$ cat src/rtl/key_event_autorepeat_top_macros.svh
// Assertion macros used by the key tracker RTL.
`ifndef KEY_EVENT_AUTOREPEAT_TOP_MACROS_SVH
`define KEY_EVENT_AUTOREPEAT_TOP_MACROS_SVH

`ifndef SYNTHESIS

// Same-cycle implication, checked outside reset.
`define KEA_ASSERT_IMP(label, clk, rst_n, ante, cons) \
  label: assert property (@(posedge clk) disable iff (!rst_n) (ante) |-> (cons)) \
    else $error("key tracker assertion failed");

// Next-cycle implication, checked outside reset.
`define KEA_ASSERT_NXT(label, clk, rst_n, ante, cons) \
  label: assert property (@(posedge clk) disable iff (!rst_n) (ante) |=> (cons)) \
    else $error("key tracker assertion failed");

`else

`define KEA_ASSERT_IMP(label, clk, rst_n, ante, cons)
`define KEA_ASSERT_NXT(label, clk, rst_n, ante, cons)

`endif

`endif

$ cat src/rtl/kea_pkg.sv
package kea_pkg;

  // Number of tracked buttons; mapped bits at or above it are dropped.
  localparam int NUM_BUTTONS = 12;

  // Fixed field widths.
  localparam int KEY_CODE_W = 10;
  localparam int KEY_VAL_W  = 2;
  localparam int TIME_W     = 32;
  localparam int DELAY_W    = 8;
  localparam int BTN_OUT_W  = 12;
  localparam int CFG_IDX_W  = 1;

  // Item kinds carried in the op field.
  localparam logic OP_KEY  = 1'b0;
  localparam logic OP_POLL = 1'b1;

  // Key values.
  localparam logic [KEY_VAL_W-1:0] KEY_RELEASE    = 2'd0;
  localparam logic [KEY_VAL_W-1:0] KEY_AUTOREPEAT = 2'd2;

  // Configuration register indexes and reset values.
  localparam logic [CFG_IDX_W-1:0] CFG_FIRST_DELAY   = 1'd0;
  localparam logic [CFG_IDX_W-1:0] CFG_REPEAT_PERIOD = 1'd1;
  localparam logic [DELAY_W-1:0]   FIRST_DELAY_RST   = 8'd30;
  localparam logic [DELAY_W-1:0]   REPEAT_PERIOD_RST = 8'd8;

  // Button bit positions.
  localparam int BTN_UP     = 0;
  localparam int BTN_DOWN   = 1;
  localparam int BTN_LEFT   = 2;
  localparam int BTN_RIGHT  = 3;
  localparam int BTN_A      = 4;
  localparam int BTN_B      = 5;
  localparam int BTN_X      = 6;
  localparam int BTN_Y      = 7;
  localparam int BTN_L      = 8;
  localparam int BTN_R      = 9;
  localparam int BTN_START  = 10;
  localparam int BTN_SELECT = 11;

  typedef logic [NUM_BUTTONS-1:0] btn_mask_t;

  // Linux key code to button mask; unmapped codes give an empty mask.
  function automatic btn_mask_t map_key(input logic [KEY_CODE_W-1:0] code);
    logic [31:0] wide;
    wide = '0;
    case (code)
      10'd29, 10'd97:  wide[BTN_A]      = 1'b1;
      10'd56, 10'd100: wide[BTN_B]      = 1'b1;
      10'd57:          wide[BTN_X]      = 1'b1;
      10'd42, 10'd54:  wide[BTN_Y]      = 1'b1;
      10'd15:          wide[BTN_L]      = 1'b1;
      10'd14:          wide[BTN_R]      = 1'b1;
      10'd28, 10'd96:  wide[BTN_START]  = 1'b1;
      10'd1:           wide[BTN_SELECT] = 1'b1;
      10'd103:         wide[BTN_UP]     = 1'b1;
      10'd108:         wide[BTN_DOWN]   = 1'b1;
      10'd105:         wide[BTN_LEFT]   = 1'b1;
      10'd106:         wide[BTN_RIGHT]  = 1'b1;
      default:         wide = '0;
    endcase
    return wide[NUM_BUTTONS-1:0];
  endfunction

endpackage

$ cat src/rtl/kea_if.sv
// Input channel: key events and polls.
interface kea_in_if import kea_pkg::*; ();
  logic                  valid;
  logic                  ready;
  logic                  op;
  logic                  is_key_event;
  logic [KEY_CODE_W-1:0] key_code;
  logic [KEY_VAL_W-1:0]  key_value;
  logic [TIME_W-1:0]     now_time;
  logic                  repeat_mode;

  modport source (output valid, op, is_key_event, key_code, key_value, now_time,
                  repeat_mode, input ready);
  modport sink (input valid, op, is_key_event, key_code, key_value, now_time,
                repeat_mode, output ready);
endinterface

// Result channel: one beat per poll.
interface kea_out_if import kea_pkg::*; ();
  logic                 valid;
  logic                 ready;
  logic [BTN_OUT_W-1:0] buttons;
  logic                 was_repeat_mode;

  modport source (output valid, buttons, was_repeat_mode, input ready);
  modport sink (input valid, buttons, was_repeat_mode, output ready);
endinterface

$ cat src/rtl/key_event_autorepeat_top.sv
// Key event tracker with typematic autorepeat. One beat is accepted per clock
// cycle when the result side keeps up; a beat passes an input register and, if it
// is a poll, goes on from there into the result register when that has room. Key events
// update the held mask and give no result. A repeat-mode poll compares and re-arms
// all button deadlines at once through one 32-bit add and compare lane per button,
// which sets the single-cycle rate. The deadlines are flip-flops cleared by reset,
// so no clearing pass is needed. Configuration writes take effect at once.
`include "key_event_autorepeat_top_macros.svh"

module key_event_autorepeat_top import kea_pkg::*; (
  input  logic                 clk,
  input  logic                 rst_n,
  kea_in_if.sink               in_ch,
  kea_out_if.source            out_ch,
  input  logic                 cfg_we,
  input  logic [CFG_IDX_W-1:0] cfg_index,
  input  logic [DELAY_W-1:0]   cfg_data
);

  // Configuration registers.
  logic [DELAY_W-1:0] first_delay_r;
  logic [DELAY_W-1:0] repeat_period_r;

  // Input stage.
  logic                  s1_valid_r;
  logic                  s1_op_r;
  logic                  s1_is_key_r;
  logic [KEY_CODE_W-1:0] s1_code_r;
  logic [KEY_VAL_W-1:0]  s1_val_r;
  logic [TIME_W-1:0]     s1_now_r;
  logic                  s1_rep_r;

  // Tracker state.
  btn_mask_t         held_r, held_nxt;
  logic [TIME_W-1:0] deadline_r   [NUM_BUTTONS];
  logic [TIME_W-1:0] deadline_nxt [NUM_BUTTONS];
  btn_mask_t         fire;
  btn_mask_t         dl_busy;

  // Result register.
  logic                 out_valid_r, out_valid_nxt;
  logic [BTN_OUT_W-1:0] out_buttons_r, out_buttons_nxt;
  logic                 out_rep_r, out_rep_nxt;

  logic s1_is_poll;
  logic s1_adv;
  logic rep_adv;

  // The input stage moves on unless a poll is blocked by a full result register.
  assign s1_is_poll  = (s1_op_r == OP_POLL);
  assign s1_adv      = s1_valid_r && (!s1_is_poll || !out_valid_r || out_ch.ready);
  assign in_ch.ready = !s1_valid_r || s1_adv;
  assign rep_adv     = s1_adv && s1_is_poll && s1_rep_r;

  // Configuration writes.
  always_ff @(posedge clk) begin
    if (!rst_n) begin
      first_delay_r   <= FIRST_DELAY_RST;
      repeat_period_r <= REPEAT_PERIOD_RST;
    end else if (cfg_we) begin
      case (cfg_index)
        CFG_FIRST_DELAY:   first_delay_r   <= cfg_data;
        CFG_REPEAT_PERIOD: repeat_period_r <= cfg_data;
        default: ;
      endcase
    end
  end

  // Input register.
  always_ff @(posedge clk) begin
    if (!rst_n) begin
      s1_valid_r <= 1'b0;
    end else if (in_ch.ready) begin
      s1_valid_r <= in_ch.valid;
    end
  end

  always_ff @(posedge clk) begin
    if (in_ch.ready && in_ch.valid) begin
      s1_op_r     <= in_ch.op;
      s1_is_key_r <= in_ch.is_key_event;
      s1_code_r   <= in_ch.key_code;
      s1_val_r    <= in_ch.key_value;
      s1_now_r    <= in_ch.now_time;
      s1_rep_r    <= in_ch.repeat_mode;
    end
  end

  // Held mask update from key events; autorepeat and non-key events are ignored.
  always_comb begin
    btn_mask_t bit_m;
    bit_m    = map_key(s1_code_r);
    held_nxt = held_r;
    if (s1_adv && !s1_is_poll && s1_is_key_r && (s1_val_r != KEY_AUTOREPEAT)) begin
      if (s1_val_r != KEY_RELEASE) begin
        held_nxt = held_r | bit_m;
      end else begin
        held_nxt = held_r & ~bit_m;
      end
    end
  end

  // One deadline lane per button: fire on first press or once the deadline passed.
  always_comb begin
    for (int i = 0; i < NUM_BUTTONS; i++) begin
      logic              idle;
      logic [DELAY_W-1:0] addend;
      idle            = (deadline_r[i] == '0);
      addend          = idle ? first_delay_r : repeat_period_r;
      dl_busy[i]      = !idle;
      fire[i]         = 1'b0;
      deadline_nxt[i] = deadline_r[i];
      if (held_r[i]) begin
        if (idle || (deadline_r[i] < s1_now_r)) begin
          fire[i]         = 1'b1;
          deadline_nxt[i] = s1_now_r + TIME_W'(addend);
        end
      end else begin
        deadline_nxt[i] = '0;
      end
    end
  end

  always_ff @(posedge clk) begin
    if (!rst_n) begin
      held_r <= '0;
      for (int i = 0; i < NUM_BUTTONS; i++) begin
        deadline_r[i] <= '0;
      end
    end else begin
      held_r <= held_nxt;
      if (rep_adv) begin
        for (int i = 0; i < NUM_BUTTONS; i++) begin
          deadline_r[i] <= deadline_nxt[i];
        end
      end
    end
  end

  // Result register: loaded by a poll, emptied when the beat is taken.
  always_comb begin
    out_valid_nxt   = out_valid_r;
    out_buttons_nxt = out_buttons_r;
    out_rep_nxt     = out_rep_r;
    if (out_ch.ready) begin
      out_valid_nxt = 1'b0;
    end
    if (s1_adv && s1_is_poll) begin
      out_valid_nxt   = 1'b1;
      out_buttons_nxt = s1_rep_r ? BTN_OUT_W'(fire) : BTN_OUT_W'(held_r);
      out_rep_nxt     = s1_rep_r;
    end
  end

  always_ff @(posedge clk) begin
    if (!rst_n) begin
      out_valid_r <= 1'b0;
    end else begin
      out_valid_r <= out_valid_nxt;
    end
  end

  always_ff @(posedge clk) begin
    out_buttons_r <= out_buttons_nxt;
    out_rep_r     <= out_rep_nxt;
  end

  assign out_ch.valid           = out_valid_r;
  assign out_ch.buttons         = out_buttons_r;
  assign out_ch.was_repeat_mode = out_rep_r;

  // Checks on the stage control and the deadline lanes.
  `KEA_ASSERT_IMP(a_stall_cause, clk, rst_n, !in_ch.ready, s1_valid_r && out_valid_r)
  `KEA_ASSERT_NXT(a_rep_result, clk, rst_n, rep_adv, out_valid_r && out_rep_r)
  `KEA_ASSERT_NXT(a_fire_held, clk, rst_n, rep_adv,
                  (out_buttons_r & ~BTN_OUT_W'($past(held_r))) == '0)
  `KEA_ASSERT_NXT(a_released_idle, clk, rst_n, rep_adv,
                  (dl_busy & ~$past(held_r)) == '0)

endmodule
$ cat src/flat_wrapper.sv
// flat-port wrapper written by rule: the top's interface ports become plain ports
module key_event_autorepeat_top_flat import kea_pkg::*;
  (clk, rst_n, cfg_we, cfg_index, cfg_data, in_ch_valid, in_ch_op, in_ch_is_key_event, in_ch_key_code, in_ch_key_value, in_ch_now_time, in_ch_repeat_mode, in_ch_ready, out_ch_valid, out_ch_buttons, out_ch_was_repeat_mode, out_ch_ready);
  kea_in_if in_ch_i ();
  kea_out_if out_ch_i ();
  input  logic clk;
  input  logic rst_n;
  input  logic cfg_we;
  input  logic [CFG_IDX_W-1:0] cfg_index;
  input  logic [DELAY_W-1:0] cfg_data;
  input wire logic [$bits(in_ch_i.valid)-1:0] in_ch_valid;
  input wire logic [$bits(in_ch_i.op)-1:0] in_ch_op;
  input wire logic [$bits(in_ch_i.is_key_event)-1:0] in_ch_is_key_event;
  input wire logic [$bits(in_ch_i.key_code)-1:0] in_ch_key_code;
  input wire logic [$bits(in_ch_i.key_value)-1:0] in_ch_key_value;
  input wire logic [$bits(in_ch_i.now_time)-1:0] in_ch_now_time;
  input wire logic [$bits(in_ch_i.repeat_mode)-1:0] in_ch_repeat_mode;
  output wire logic [$bits(in_ch_i.ready)-1:0] in_ch_ready;
  output wire logic [$bits(out_ch_i.valid)-1:0] out_ch_valid;
  output wire logic [$bits(out_ch_i.buttons)-1:0] out_ch_buttons;
  output wire logic [$bits(out_ch_i.was_repeat_mode)-1:0] out_ch_was_repeat_mode;
  input wire logic [$bits(out_ch_i.ready)-1:0] out_ch_ready;
  assign in_ch_i.valid = in_ch_valid;
  assign in_ch_i.op = in_ch_op;
  assign in_ch_i.is_key_event = in_ch_is_key_event;
  assign in_ch_i.key_code = in_ch_key_code;
  assign in_ch_i.key_value = in_ch_key_value;
  assign in_ch_i.now_time = in_ch_now_time;
  assign in_ch_i.repeat_mode = in_ch_repeat_mode;
  assign in_ch_ready = in_ch_i.ready;
  assign out_ch_valid = out_ch_i.valid;
  assign out_ch_buttons = out_ch_i.buttons;
  assign out_ch_was_repeat_mode = out_ch_i.was_repeat_mode;
  assign out_ch_i.ready = out_ch_ready;
  key_event_autorepeat_top u_core (.clk(clk), .rst_n(rst_n), .in_ch(in_ch_i), .out_ch(out_ch_i), .cfg_we(cfg_we), .cfg_index(cfg_index), .cfg_data(cfg_data));
endmodule
$ cat config.mk
export PLATFORM = sky130hd
export DESIGN_NAME = key_event_autorepeat_top_flat
export DESIGN_NICKNAME = d
export VERILOG_FILES = /design/src/rtl/kea_pkg.sv /design/src/rtl/kea_if.sv /design/src/rtl/key_event_autorepeat_top.sv /design/src/flat_wrapper.sv
export VERILOG_INCLUDE_DIRS = /design/src /design/src/rtl
export SDC_FILE = /design/constraint.sdc
export NUM_CORES = 2
export LEC_CHECK = 0
export BUFFER_PORTS_ARGS = -buffer_cell sky130_fd_sc_hd__clkbuf_2
export CORE_MARGIN = 5
export CORE_UTILIZATION = 55
export DETAILED_ROUTE_END_ITERATION = 8
export GPL_ROUTABILITY_DRIVEN = 1
export PLACE_DENSITY = 0.76
export SLEW_MARGIN = 40
export SYNTH_ARGS = -nofsm -noshare
export SYNTH_HDL_FRONTEND = slang
export SYNTH_SLANG_ARGS = --single-unit
$ cat constraint.sdc
create_clock -name clk -period 6.35 [get_ports clk]
set_input_delay 1.27 -clock clk [delete_from_list [all_inputs] [get_ports clk]]
set_output_delay 1.27 -clock clk [all_outputs]
set_load 0.005 [all_outputs]
==> impl_metrics.tcl <==
set metrics [dict create \
    dpl-instance-area_sq_mm 0.0375 \
    area_growth_pct 10.0 \
    max_freq_mhz 223 \
    final_antenna_net_count 0 \
    post-route-util_pct 61.0 \
    rsz0062_at_grt "false" \
    hold_buffers 0 \
    power_mw 8.24 \
    ys.flop_type "edfxtp_1" \
    io_pins 76 \
    crit_top_cell "o21a_1" \
    crit_path_start_kind "register" \
    worst_skew_pair.late_latency_ps 630 \
    worstPathRequired_ps 6820 \
    fin_crit_ps 4490 \
    p_per_area_mw_per_mm2 210 \
    worstRegToRegCells 10 \
    antenna_found_initial 0 \
    whs_endpoint "u_core.repeat_period_r[7]" \
    dieWidth_um 265 \
    final_layout_size_suffix_gt1_share_pct 12.7 \
    syn_area_per_cell_sq_um 9.67 \
    place_hpwl_um 87000 \
    post_cts_buffers 0 \
    synth-seq-cells 474 \
    hold_path_startpoint "u_core.repeat_period_r[7]" \
    p_leak_nw 14.9 \
    hold_ws_ps 545 \
    post_cts_resized 0 \
    nNetsFinal 4249 \
    worst_path_max_delay_cell "o21a_1" \
    cts_made_buffers 53 \
    drv_slew 0 \
    cap_violations 0 \
    final_common_cell "a21oi_1" \
    initial_utilization_pct 55.4 \
    dieArea_sq_mm 0.0700 \
    wl_um 127000 \
    grt_max_degree 44 \
    pwr-share-clk_pct 37.4 \
    synth_seq_area_share_pct 39.1 \
    yosys.cell_types.count 63 \
    setup_viol 0 \
    design_area_sq_mm 0.0392 \
    mostFrequentLayoutCells "a21oi_1 (476), ha_1 (468), edfxtp_1 (444)" \
    hold_depth 2 \
    drc 0 \
    critPathKind "register to register" \
    pwr-share-seq_pct 44.6 \
    cp-startpoint "u_core.deadline_r[0][344]" \
    fin_cells 4606 \
    worst_pin_slew_ps 963 \
    synthArstFlopShare_pct 0 \
    outcome "completed" \
    crit_chain "nor4_1 -> nand4_1 -> nor2_2 -> mux2_2 -> ha_1 -> a211oi_1 -> o21a_1 -> o21a_1 -> o31ai_1 -> a21oi_1" \
    drt-pass1-iter-count 9 \
    antenna_cells 0 \
    fillers 5253 \
    grt_pass1_vias 31300 \
    placedCellCount 4506 \
    cts_sinks 474 \
    port-buffer-count 75 \
    irDropWorstVdd_mv 0.222 \
    hold_class "register to register" \
    finalCritPeriodShare_pct 70.6 \
    finalHoldViolations 0 \
    worst_slack_ps 1860 \
    clockBufferDepth 3 \
    end_kind "register" \
    combPwrFrac_pct 18.0 \
    cts.htree.levels 2 \
    slew_headroom_pct 35.6 \
    place.gp.congestion 0.975 \
    dr_total_vias 33100 \
    core-area_sq_mm 0.0643 \
    sw_frac_of_total_pct 30.0 \
    grt_pass1_wl_um 188000 \
    cts_root_buffer "clkbuf_16" \
    syn_nets 4228 \
    r2r-end "u_core.deadline_r[0][349]" \
    syn_area_sq_mm 0.0357 \
    finalClockSkew_ps 34.6 \
    synthCells 3687 \
    row_count 93 \
    grt_usage_pct 34.8 \
    rrSetupSlack_ps 1860 \
    slowest_delay_ps 640 \
    synth_edf_count 444 \
    synth_warnings 0 \
    cts.clk_slew.worst_paths_ps 60 \
    cp_max_fo 16 \
    drt-vias-per-instance 7.18 \
    p_switching_mw 2.47 \
    crit_arrival_ps 4950 \
    internal_power_mw 5.77 \
    fp.dieH_um 265 \
    gr-total-overflow 0 \
    wl_per_cell_um 27.6 \
    totalNegativeSetupSlack_ps 0 \
    first_iter_violations 4834 \
    cts_tree "yes" \
    r2r-start "u_core.deadline_r[0][344]" \
    preCtsSetupSlack_ps 1910 \
]
==> how the worst max path moves through the flow <==
stage                                      endpoint  slack [ps]
after CTS                 u_core.deadline_r[0][343]        1880
after global routing      u_core.deadline_r[0][349]        1800
final                     u_core.deadline_r[0][349]        1860
after global placement    u_core.deadline_r[0][370]        1940
after floorplan           u_core.deadline_r[0][100]         980
after detailed placement  u_core.deadline_r[0][343]        1910
==> Yosys cell counts, types with 9 or more instances <==
cell	count	area, sq um
inv_1	65	244
or2_2	15	93.8
or3_1	123	769
dfxtp_1	30	601
o21ai_1	12	60.1
a31oi_1	14	87.6
nor2_1	183	687
a22oi_1	12	90.1
a2111o_1	12	135
nor3_1	71	355
a21o_1	24	180
clkbuf_1	209	785
nand3b_1	9	67.6
or4_1	60	450
a21oi_1	479	2400
o21a_1	24	180
a211oi_1	60	450
nor2b_1	34	213
ha_1	468	5860
o31ai_1	155	1160
mux2i_1	11	110
a21boi_0	13	97.6
buf_2	19	95.1
nand2_1	186	698
xnor2_1	30	263
and3_1	31	194
o21ai_0	294	1470
fa_1	12	240
and4_1	11	96.3
nand3_1	59	295
buf_1	14	52.6
nor4_1	99	619
edfxtp_1	444	13300
nand4_1	185	1160
o22ai_1	12	75.1
a221oi_1	12	105
nand2b_1	37	231
mux2_2	96	1080
==> worst max-delay path, delay by kind of cell, from the launching register on <==
kind | cells | cell delay (ps)
AO/OA/AOI/OAI | 5 | 1630
adder cells (fa/ha/maj) | 1 | 290
flip-flops | 1 | 400
multiplexers | 1 | 430
AND/OR/NAND/NOR | 3 | 1580
==> registers in the layout, summed over array words and instances, names as in the netlist, 2 cells and up, named ones only <==
signal / cells
u_core.deadline_r: 384
u_core.s1_now_r: 32
u_core.out_ch.buttons: 12
u_core.s1_code_r: 10
u_core.first_delay_r: 8
u_core.repeat_period_r: 8
u_core.s1_val_r: 2
==> area by class of cell <==
cell class                      count  area, sq um  share of cell area [%]
Tap cell                          855         1070                    2.73
Multi-Input combinational cell   2903        20800                    53.1
Clock inverter                     32          243                   0.619
Sequential cell                   474        13900                    35.6
Clock buffer                       66         1460                    3.72
Inverter                           67          251                   0.641
Timing Repair Buffer              209         1420                    3.62
==> routing by layer <==
layer / vias to the layer above / track usage, % / share of wire (%)
met1: 15500 / 45.1 / 36
met5: - / 0 / 0
li1: 14500 / - / -
met3: 620 / 9.02 / 14
met2: 2421 / 52.7 / 43
met4: 0 / 20.8 / 7.5
==> cells by family (layout without fill, tap and decap cells) <==
logic type / count (synthesis) / count (layout) / synth area share, %
compound gates: 1150 / 1150 / 18.9
flops: 474 / 474 / 39.1
fa+ha+maj: 480 / 480 / 17.1
buf+inv: 310 / 374 / 3.34
xor+xnor: 38 / 38 / 0.933
mux: 107 / 107 / 3.34
simple gates: 1128 / 1128 / 17.4
==> power groups by stage <==
| stage | Combinational (mW) | Sequential (mW) | Clock (mW) |
|---|---|---|---|
| floorplan | 0.938 | 3.69 | 0 |
| global placement | 1.36 | 3.73 | 0 |
| detailed placement | 1.41 | 3.73 | 0 |
| CTS | 1.42 | 3.67 | 3.09 |
| global route | 1.60 | 3.68 | 3.22 |
| finish | 1.48 | 3.68 | 3.09 |
Power figures use the tool's default switching activity.
